`src/sv/mmrp_pkg.sv`:
```
// ----------------------------------------------------------------------------
// Modbus meter reply parser package
// Shared types, frame constants and the Modbus CRC-16 byte update.
// ----------------------------------------------------------------------------
package mmrp_pkg;

	// Parser phase: waiting for address, address seen, collecting frame body.
	typedef enum logic [1:0] {
		PH_IDLE = 2'd0,
		PH_ADDR = 2'd1,
		PH_BODY = 2'd2
	} phase_t;

	localparam logic [7:0]  MeterAddrReset = 8'h18;
	localparam logic [7:0]  FuncCode       = 8'h04;
	localparam logic [15:0] CrcInit        = 16'hFFFF;
	localparam logic [15:0] CrcPoly        = 16'hA001;
	localparam logic [6:0]  Scale          = 7'd100;

	// Byte positions inside the nine-byte reply frame.
	localparam logic [3:0] IdxFirstBody = 4'd2;
	localparam logic [3:0] IdxFloat0    = 4'd3;
	localparam logic [3:0] IdxFloat1    = 4'd4;
	localparam logic [3:0] IdxFloat2    = 4'd5;
	localparam logic [3:0] IdxFloat3    = 4'd6;
	localparam logic [3:0] IdxCrcLo     = 4'd7;
	localparam logic [3:0] IdxCrcHi     = 4'd8;
	localparam logic [3:0] FrameLen     = 4'd9;

	// Float exponent bounds for the times-100 conversion.
	localparam logic [7:0] ExpInfNan  = 8'hFF;
	localparam logic [7:0] ExpUnity   = 8'd150;
	localparam logic [7:0] ExpMinLive = 8'd119;
	localparam logic [7:0] ExpMaxLive = 8'd152;

	// One byte of the reflected Modbus CRC-16, eight bit steps.
	function automatic logic [15:0] crc_feed(input logic [15:0] crc_in, input logic [7:0] b);
		logic [15:0] c;
		c = crc_in ^ {8'h00, b};
		for (int k = 0; k < 8; k++) begin
			if (c[0]) begin
				c = (c >> 1) ^ CrcPoly;
			end else begin
				c = c >> 1;
			end
		end
		return c;
	endfunction

endpackage

```
`src/sv/modbus_meter_reply_parser_unit.sv`:
```
// ----------------------------------------------------------------------------
// Modbus meter reply parser
// Recognizes a nine-byte function 04 reply from one meter, checks its
// CRC-16 and reports the float reading times 100.
// ----------------------------------------------------------------------------
// Usage:
// Received serial bytes enter on rx_byte with in_valid; a transaction takes
// place on a clock edge where in_valid is high and in_stall is low. One
// byte is taken every cycle while in_stall is low. Each byte is parsed in
// the cycle it is taken: the CRC update, the byte store and the phase
// change all happen at that edge. The mantissa product is formed when the
// first CRC byte arrives and shifted into place when the second arrives.
// One result per complete frame appears on out_valid the cycle after the
// ninth byte is taken: status 0 with the value, or status 1 with zero
// words when the CRC does not match. Frames that are cut short by a wrong
// function byte produce nothing.
// The result register holds its transaction while out_stall is high. Bytes
// keep flowing while a result waits; only the ninth byte of the next frame
// is held off with in_stall until the waiting result is taken.
// Reset clears the parser to idle, empties the result register and sets
// the meter address to 0x18. cfg_wr_en writes a new meter address, which
// is used from the next frame start on.
// ----------------------------------------------------------------------------
module modbus_meter_reply_parser_unit
	import mmrp_pkg::*;
(
	input  logic        clk,
	input  logic        arst_n,
	input  logic        cfg_wr_en,
	input  logic [7:0]  cfg_wr_data,
	input  logic        in_valid,
	output logic        in_stall,
	input  logic [7:0]  rx_byte,
	output logic        out_valid,
	input  logic        out_stall,
	output logic        status,
	output logic [15:0] value_high,
	output logic [15:0] value_low
);

	phase_t      phase_q, phase_d;
	logic [3:0]  idx_q, idx_d;
	logic [15:0] crc_q, crc_d;
	logic [7:0]  meter_addr_q;
	logic [31:0] float_q;
	logic [7:0]  crc_lo_q;

	logic        out_valid_q;
	logic        status_q;
	logic [15:0] value_high_q;
	logic [15:0] value_low_q;

	logic        accept;
	logic        finishing;
	logic        emit;
	logic        scale_load;
	logic [15:0] crc_next;
	logic [31:0] scaled;

	// Only the byte that would complete a frame waits on the result register.
	assign finishing = (phase_q == PH_BODY) && (idx_q == IdxCrcHi);
	assign in_stall  = out_valid_q && out_stall && finishing;
	assign accept    = in_valid && !in_stall;

	// Running CRC: restarted on the address byte, otherwise continued.
	assign crc_next = crc_feed((phase_q == PH_ADDR || phase_q == PH_BODY) ? crc_q : CrcInit,
		rx_byte);

	// Parser next state.
	always_comb begin
		phase_d    = phase_q;
		idx_d      = idx_q;
		crc_d      = crc_q;
		emit       = 1'b0;
		scale_load = 1'b0;
		if (accept) begin
			case (phase_q)
				PH_ADDR: begin
					if (rx_byte == FuncCode) begin
						crc_d   = crc_next;
						idx_d   = IdxFirstBody;
						phase_d = PH_BODY;
					end else begin
						crc_d   = CrcInit;
						idx_d   = 4'd0;
						phase_d = PH_IDLE;
					end
				end
				PH_BODY: begin
					if (idx_q >= FrameLen || idx_q == IdxCrcHi) begin
						emit    = (idx_q == IdxCrcHi);
						crc_d   = CrcInit;
						idx_d   = 4'd0;
						phase_d = PH_IDLE;
					end else begin
						if (idx_q < IdxCrcLo) begin
							crc_d = crc_next;
						end
						scale_load = (idx_q == IdxCrcLo);
						idx_d      = idx_q + 4'd1;
					end
				end
				default: begin
					if (rx_byte == meter_addr_q) begin
						crc_d   = crc_next;
						idx_d   = 4'd1;
						phase_d = PH_ADDR;
					end else begin
						idx_d   = 4'd0;
						phase_d = PH_IDLE;
					end
				end
			endcase
		end
	end

	// Parser control state and configuration register.
	always_ff @(posedge clk or negedge arst_n) begin
		if (!arst_n) begin
			phase_q      <= PH_IDLE;
			idx_q        <= 4'd0;
			crc_q        <= CrcInit;
			meter_addr_q <= MeterAddrReset;
		end else begin
			phase_q <= phase_d;
			idx_q   <= idx_d;
			crc_q   <= crc_d;
			if (cfg_wr_en) begin
				meter_addr_q <= cfg_wr_data;
			end
		end
	end

	// Frame byte store: the float bytes and the low CRC byte.
	always_ff @(posedge clk) begin
		if (accept && phase_q == PH_BODY) begin
			case (idx_q)
				IdxFloat0: float_q[31:24] <= rx_byte;
				IdxFloat1: float_q[23:16] <= rx_byte;
				IdxFloat2: float_q[15:8]  <= rx_byte;
				IdxFloat3: float_q[7:0]   <= rx_byte;
				IdxCrcLo:  crc_lo_q       <= rx_byte;
				default: begin
				end
			endcase
		end
	end

	// Conversion of the stored float, started on the low CRC byte.
	mmrp_scale u_scale (
		.clk   (clk),
		.load  (scale_load),
		.bits  (float_q),
		.value (scaled)
	);

	// Result register valid flag.
	always_ff @(posedge clk or negedge arst_n) begin
		if (!arst_n) begin
			out_valid_q <= 1'b0;
		end else if (emit) begin
			out_valid_q <= 1'b1;
		end else if (!out_stall) begin
			out_valid_q <= 1'b0;
		end
	end

	// Result payload: check the received CRC against the running one.
	always_ff @(posedge clk) begin
		if (emit) begin
			if ({rx_byte, crc_lo_q} == crc_q) begin
				status_q     <= 1'b0;
				value_high_q <= scaled[31:16];
				value_low_q  <= scaled[15:0];
			end else begin
				status_q     <= 1'b1;
				value_high_q <= 16'd0;
				value_low_q  <= 16'd0;
			end
		end
	end

	assign out_valid  = out_valid_q;
	assign status     = status_q;
	assign value_high = value_high_q;
	assign value_low  = value_low_q;

endmodule

```
`src/sv/mmrp_scale.sv`:
```
// ----------------------------------------------------------------------------
// Float times 100 conversion
// Two-step conversion of an IEEE-754 single to an unsigned 32-bit value of
// the float times 100, truncated. The first step classifies the float and
// multiplies the mantissa; the second shifts and saturates.
// ----------------------------------------------------------------------------
module mmrp_scale
	import mmrp_pkg::*;
(
	input  logic        clk,
	input  logic        load,
	input  logic [31:0] bits,
	output logic [31:0] value
);

	logic        sign;
	logic [7:0]  expo;
	logic [22:0] mant;
	logic        is_zero;
	logic        is_sat;
	logic [30:0] prod;

	logic        zero_q;
	logic        sat_q;
	logic [7:0]  expo_q;
	logic [30:0] prod_q;

	logic [7:0]  ldiff;
	logic [7:0]  rdiff;
	logic [32:0] lsh;
	logic [31:0] rsh;

	// Classify the float and form the exact mantissa product.
	always_comb begin
		sign = bits[31];
		expo = bits[30:23];
		mant = bits[22:0];
		if (expo == ExpInfNan) begin
			is_zero = (mant != 23'd0) || sign;
			is_sat  = !sign && (mant == 23'd0);
		end else begin
			is_zero = sign || (expo < ExpMinLive);
			is_sat  = !sign && (expo > ExpMaxLive);
		end
		prod = 31'({1'b1, mant}) * 31'(Scale);
	end

	// Hold the classification and product until the frame is checked.
	always_ff @(posedge clk) begin
		if (load) begin
			zero_q <= is_zero;
			sat_q  <= is_sat;
			expo_q <= expo;
			prod_q <= prod;
		end
	end

	// Shift the product into place and saturate on overflow.
	always_comb begin
		ldiff = expo_q - ExpUnity;
		rdiff = ExpUnity - expo_q;
		lsh   = {2'b00, prod_q} << ldiff[1:0];
		rsh   = {1'b0, prod_q} >> rdiff[4:0];
		if (zero_q) begin
			value = 32'd0;
		end else if (sat_q) begin
			value = 32'hFFFF_FFFF;
		end else if (expo_q >= ExpUnity) begin
			value = lsh[32] ? 32'hFFFF_FFFF : lsh[31:0];
		end else begin
			value = rsh;
		end
	end

endmodule

```
`config.mk`:
```
export PLATFORM = sky130hd
export DESIGN_NAME = modbus_meter_reply_parser_unit
export DESIGN_NICKNAME = d
export VERILOG_FILES = /design/src/sv/mmrp_pkg.sv /design/src/sv/modbus_meter_reply_parser_unit.sv /design/src/sv/mmrp_scale.sv
export SDC_FILE = /design/constraint.sdc
export NUM_CORES = 1
export LEC_CHECK = 0
export ABC_CLOCK_PERIOD_IN_PS = 8800
export BUFFER_PORTS_ARGS = -buffer_cell sky130_fd_sc_hd__buf_2
export CORE_MARGIN = 4
export CORE_UTILIZATION = 45
export CTS_CLUSTER_DIAMETER = 80
export CTS_CLUSTER_SIZE = 14
export DETAILED_ROUTE_END_ITERATION = 6
export GPL_TIMING_DRIVEN = 0
export SYNTH_ARGS = -nofsm -noshare
export SYNTH_HDL_FRONTEND = slang
export SYNTH_SLANG_ARGS = --single-unit
```
`constraint.sdc`:
```
create_clock -name clk -period 8.8 [get_ports clk]
set_input_delay 0.44 -clock clk [delete_from_list [all_inputs] [get_ports clk]]
set_output_delay 0.44 -clock clk [all_outputs]
set_load 0.02 [all_outputs]
```
==> results of run 1 <==
-- where the power goes --
part	leakage (nW)	internal, mW	switching, mW
combinational	3.61	0.0686	0.0723
clock	0.293	0.422	0.298
sequential	1.37	0.767	0.0373
total	5.27	1.26	0.407
-- cell type report --
type                       count  area [sq um]
buffer                        62           304
clock buffer                  23           522
clock inverter                 9          66.3
fill                        2238         11900
inverter                     120           450
multi-input combinational    781          6200
sequential                   143          4160
tap                          324           405
timing repair buffer          57           304
-- how the worst max path moves through the flow --
stage | start | end | slack (ps) | depth (start not counted)
4_1_cts | float_q[7] | u_scale.prod_q[29] | 4770 | 15
3_3_place_gp | idx_q[0] | value_low[14] | 3500 | 7
2_1_floorplan | idx_q[0] | status | 4750 | 7
3_5_place_dp | float_q[6] | u_scale.prod_q[29] | 4830 | 15
6_report | float_q[7] | u_scale.prod_q[29] | 4790 | 15
5_1_grt | float_q[7] | u_scale.prod_q[29] | 4470 | 15
-- metal layers --
metal | track usage [%] | routed length [um]
met4 | 8.66 | 1190
met2 | 37.1 | 14200
met1 | 31.3 | 13500
met3 | 3.28 | 1360
met5 | 0 | 0
-- worst register-to-register path, delay by kind of cell, from the launching register on --
family,cells,cell delay [ps]
buffers and inverters,3,230
xor gates and xnor gates,1,110
AOI/OAI and AO/OA,7,1620
DFF,1,420
adders and majority gates,4,1390
-- logic make-up (layout without fill, tap and decap cells) --
family | Yosys count | count (layout)
compound gates | 245 | 245
xor+xnor | 73 | 73
fa+ha+maj | 113 | 113
buf+inv | 182 | 271
flops | 143 | 143
mux | 80 | 80
simple gates | 270 | 270
-- cell usage after synthesis (all sizes together) (4+ instances only) --
cell / instances
nor3: 21
fa: 18
xnor2: 45
inv: 120
mux2i: 41
buf: 29
o211ai: 8
a211oi: 21
clkbuf: 33
nand3: 22
ha: 95
mux2: 24
a21oi: 94
a221oi: 21
nor2: 74
nand2: 81
and2: 10
o31ai: 5
edfxtp: 112
dfrtp: 13
xor2: 26
a21o: 11
a31oi: 14
nor2b: 10
nand4: 7
nor4: 8
o21ai: 34
dfstp: 18
nand2b: 7
o41ai: 4
and3: 18
mux4: 15
or2: 4
-- stage by stage --
stage	total power, mW	cells	setup WS, ps	util [%]
2_1_floorplan	0.913	1106	4750	-
3_3_place_gp	0.954	1484	3500	48.4
3_5_place_dp	0.956	1487	4830	48.6
4_1_cts	1.68	1519	4770	51.0
5_1_grt	1.73	1519	4470	51.0
6_report	1.66	1519	4790	51.0
-- sequential cells by signal (all words and copies together), names as in the netlist --
signal / cells
u_scale.expo_q: 8
float_q: 32
u_scale.zero_q: 1
out_valid: 1
value_low: 16
status: 1
u_scale.prod_q: 29
idx_q: 4
crc_q: 16
crc_lo_q: 8
u_scale.sat_q: 1
value_high: 16
phase_q: 2
meter_addr_q: 8
==> run metrics, run 1 <==
status finished, final reports clean; CTS buffer count 17; Clk pin slew, worst setup/hold paths 70 ps; flops & latches, synth 143; initial drt markers 678; detailed-placement wirelength estimate 23700 um; Setup crit end kind flip-flop; antenna violations before repair 0; die height 165 um; number of synthesized flops with an enable pin 112; reg2reg end u_scale.prod_q[29]; ANT nets after route 0; cell family with most CP delay compound AO/OA/AOI/OAI gates; Max-cap violations 0; Fin Hold WS 66.4 ps; GRT Total Usage 22.9%; post-place instance area 11800 sq um; commonest cells after routing, fill and taps aside inv_1, edfxtp_1, ha_1, a21oi_1, nand2_1; Critical Path Start Type flip-flop; cells along the critical path inv_1 > ha_1 > ha_1 > inv_1 > fa_1 > inv_1 > ha_1 > a211oi_1 > o221ai_1 > a211oi_1 > a21oi_1 > a221oi_2 > o41ai_1 > o41ai_2 > xnor2_1; CTS Hold Buffers Added 0; RSZ-0062 raised after global routing false; First-pass DRT Iterations 7; post-synthesis sequential area ratio 37.5%; largest area contributor in the netlist edfxtp_1; # nets final 1316; post-CTS setup buffers 0; clock net sink count 143; clk_skew 15.3 ps; Clk Latency, worst-skew pair 430 ps; Synth Instances 1106; maximum VDD drop 109 uV; clock root cell clkbuf_16; CP required 8970 ps; worst r2r src float_q[7]; Syn. warnings 0; final instance area 12400 sq um; Mapped Nets 1240; # resized after CTS 0; relative slew slack 31.4%; CP bufs+invs 3; number of global-route vias before repair 8398; largest net degree at the start of global routing 40; routability cong. 0.967; Final Cycle Share 45.6%; final-report hold violation count 0; final period demand of the worst path 4010 ps; CTS max path bufs 2; Leakage 5.27 nW; Avg WL per Cell 19.9 um; Synth Flop Type edfxtp_1; die area 27300 sq um; cells on worst reg2reg path 15; count of pins over their slew limit 0; I/O pins 56; global route overflow 0; crit path kind flip-flop to flip-flop; fraction of synthesized cell area in xor and xnor cells 6.32%; Hold Crit Class input port to asynchronous set/reset pin; async set or reset register ratio after synthesis 21.7%; fraction of layout cells with a size suffix above 1 15.8%; mux share of post-synthesis cell area 9.30%; Avg Cell Area, Syn 10.0 sq um; via count 8616; via/cell ratio 5.67; diode count 0; DRT Wirelength 30200 um; wire length of the first global-routing pass 47600 um; critical path's slowest cell fa_1; Peak Freq 249 MHz; Synth Area in Simple Gates 11.5%; P&R area growth vs syn 11.7%; max incr delay on CP 500 ps; H-tree depth 4; most common cell after layout, fill and taps aside inv_1; Netlist Area Pre-Place 11100 sq um; Adder-Cell Fraction of Synth Area 13.9%; most area-consuming cells after synthesis edfxtp_1, ha_1, dfstp_2; # setup viols final 0; Worst Path Max Fanout 5; Worst Tran Pin Value 1020 ps; DRC Markers 0; CORE AREA 24300 sq um; die width 165 um; Buffers on Ports 54; PD cells 134 nW/um^2; TritonCTS clock tree built; Data arrival, critical path 4180 ps; combinational family with the most area after synthesis compound AO/OA/AOI/OAI gates; Distinct cells, synth 80; setup_tns 0 ps; R2R Setup Slk 4790 ps; Synth Area in Compound Gates 14.7%; Initial Util 45.7%; Synth top area share 30.3%; FP Rows 57
(Power assumes the default switching activity.)
==> inputs of run 2 (changes only) <==
Settings changed: ABC_AREA set to 1, ABC_CLOCK_PERIOD_IN_PS 8800 to 3350.
Clock period 8.8 ns to 3.35 ns, I/O delays scaled along.
==> run metrics, run 2 <==
status finished, final reports clean; Post-Layout Cell Count 1778 (+17%); Worst Path Max Fanout 4 (-1); number of global-route vias before repair 9154 (+9.0%); total design power 4.20 mW (+150%); Netlist Area Pre-Place 11000 sq um (-1.0%); wire length of the first global-routing pass 48300 um (+1.4%); Synth Area in Simple Gates 18.4% (+7.0 points); Synth Instances 1316 (+19%); largest area contributor in the netlist edfxtp_1; largest net degree at the start of global routing 34 (-15%); H-tree depth 4 (unchanged); DRT Wirelength 31200 um (+3.3%); I/O pins 56 (unchanged); Final Cycle Share 99.7% (+54 points); number of synthesized flops with an enable pin 112 (unchanged); Hold Crit Class input port to flip-flop; Initial Util 46.3% (+0.60 points); Peak Freq 299 MHz (+20%); Max-cap violations 0 (unchanged); # nets final 1580 (+20%); CORE AREA 23800 sq um (-2.3%); PD cells 314 nW/um^2 (+130%); Placed Cells 1692 (+14%); clk_skew 7.26 ps (-8.08 ps); largest registers float_q x32, u_scale.prod_q x29; count of pins over their slew limit 0 (unchanged); Clk pin slew, worst setup/hold paths 70 ps (about the same); Setup crit end kind flip-flop; CTS max path bufs 2 (unchanged); max reg flops 32 (unchanged); mux share of post-synthesis cell area 1.05% (-8.3 points); Biggest register float_q; # setup viols final 0 (unchanged); Leakage 6.03 nW (+14%); top-count cell post-synth nand2_1; Avg Cell Area, Syn 8.35 sq um (-17%); fraction of layout cells with a size suffix above 1 23.6% (+7.8 points); diode count 0 (unchanged); Distinct cells, synth 59 (-26%); die width 164 um (-0.50%); Avg WL per Cell 17.5 um (-12%); initial drt markers 605 (-11%); detailed-placement wirelength estimate 24000 um (+1.5%); flops & latches, synth 143 (unchanged); final-report hold violation count 0 (unchanged); Critical Path Start Type flip-flop; Clk Latency, worst-skew pair 430 ps (about the same); global route overflow 0 (unchanged); P&R area growth vs syn 21.5%; combinational family with the most area after synthesis simple AND/OR/NAND/NOR gates; First-pass DRT Iterations 6 (-1); Buffers on Ports 55 (+1.9%); Worst Tran Pin Value 1260 ps (+238 ps); fraction of synthesized cell area in xor and xnor cells 4.09% (-2.2 points); TritonCTS clock tree built; via/cell ratio 5.34 (-5.8%); antenna violations before repair 0 (unchanged); fin util 56.2% (+5.2 points); crit path kind flip-flop to flip-flop; GRT Total Usage 23.1% (+0.13 points); CP required 3520 ps (-5450 ps); synth cell count leaders nand2_1, inv_1, edfxtp_1; Syn. warnings 0 (unchanged); most area-consuming cells after synthesis edfxtp_1, ha_1, nand2_1; die height 164 um (-0.50%); die area 27000 sq um (-1.0%); Synth Area in Compound Gates 15.1% (+0.37 points); relative slew slack 16.0% (-15 points); dpl ws -389 ps (-5220 ps); Adder-Cell Fraction of Synth Area 14.1% (+0.15 points); post-synthesis sequential area ratio 37.9% (+0.40 points); most common cell after layout, fill and taps aside nand2_1; async set or reset register ratio after synthesis 21.7% (unchanged); Data arrival, critical path 3510 ps (-670 ps); maximum VDD drop 290 uV (+170%); final instance area 13300 sq um (+7.6%); Synth top area share 30.6% (+0.32 points); Synth Flop Type edfxtp_1; RSZ-0062 raised after global routing true; PnR worst setup slack 9.85 ps (-4780 ps); via count 9503 (+10%); final period demand of the worst path 3340 ps (-672 ps); CTS buffer count 17 (unchanged); clock net sink count 143 (unchanged); routability cong. 1.02 (+5.8%); clock root cell clkbuf_16; post-place instance area 11700 sq um (-0.88%); commonest cells after routing, fill and taps aside nand2_1, inv_1, edfxtp_1, o21ai_0, buf_2; ANT nets after route 0 (unchanged); DRC Markers 0 (unchanged); FP Rows 56 (-1.8%); Mapped Nets 1450 (+17%)
## run 2: cell count changes in the layout (fill, tap and decap cells not counted), sizes merged, moves of 20 or more
cell / delta
a211oi: -21
a21oi: -26
a221oi: -21
buf: +43
clkbuf: -20
inv: +91
mux2: -20
mux2i: -34
nand2: +217
nand3: +32
o21ai: +77
xnor2: -29
## run 2: final cells by class
class / instances / area (sq um)
Tap cell: 319 / 399
Sequential cell: 143 / 4160
Fill cell: 2112 / 10400
Clock buffer: 17 / 425
Multi-Input combinational cell: 919 / 6410
Inverter: 207 / 782
Buffer: 46 / 254
Clock inverter: 15 / 149
Timing Repair Buffer: 112 / 767
## run 2: worst paths after layout
kind	endpoint	depth (start not counted)	start	slack (ps)
setup / recovery	u_scale.prod_q[29]	16	float_q[6]	10
hold / removal	meter_addr_q[2]	2	cfg_wr_en	20
setup reg to reg	u_scale.prod_q[29]	16	float_q[6]	10
hold reg to reg	u_scale.expo_q[2]	0	float_q[25]	480
max in group asynchronous	idx_q[2]	2	arst_n	2560
min in group asynchronous	phase_q[0]	2	arst_n	330
## run 2: timing repair
| action | CTS | global route |
|---|---|---|
| pin swaps | 8 | 57 |
| endpoints found under the hold margin | 22 | 0 |
| endpoints found under the setup margin | 12 | 22 |
| setup buffers | 17 | 28 |
| hold buffers | 10 | 0 |
| resized for setup | 32 | 99 |
## run 2: power breakdown
part	total [mW]	internal, mW	switching (mW)
clock	1.88	1.04	0.836
combinational	0.256	0.108	0.148
sequential	2.06	1.99	0.0670
total	4.20	3.14	1.05
## run 2: per-stage QoR
step | hold WS [ps] | setup TNS (ps)
floorplan | -128 | 0
global placement | 263 | -4360
detailed placement | 266 | -1970
CTS | 0.641 | -46.0
global route | 17.2 | -264
finish | 18.3 | 0
## run 2: worst max-delay path, stage by stage (launching register included)
cell,delay [ps]
edfxtp_1,460
buf_4,170
ha_1,180
ha_1,270
inv_1,50
fa_1,490
inv_1,60
ha_4,310
nand2_1,110
inv_1,110
a21oi_1,90
o21ai_1,150
nand2_1,70
o211ai_1,130
nand3_1,140
and2_4,160
xnor2_1,130
## run 2: logic make-up after synthesis
group / Yosys count
mux: 11
flops: 143
fa+ha+maj: 113
buf+inv: 254
compound gates: 282
xor+xnor: 47
simple gates: 466
## run 2: per-layer routing
| layer | vias up | wire length, um | GRT usage (%) | part of all wire, % |
|---|---|---|---|---|
| met5 | - | 0 | 0 | 0 |
| met4 | 0 | 1630 | 12.1 | 5.2 |
| li1 | 4687 | - | - | - |
| met2 | 337 | 15000 | 39.0 | 48 |
| met3 | 93 | 1450 | 3.09 | 4.7 |
| met1 | 4386 | 13100 | 28.7 | 42 |
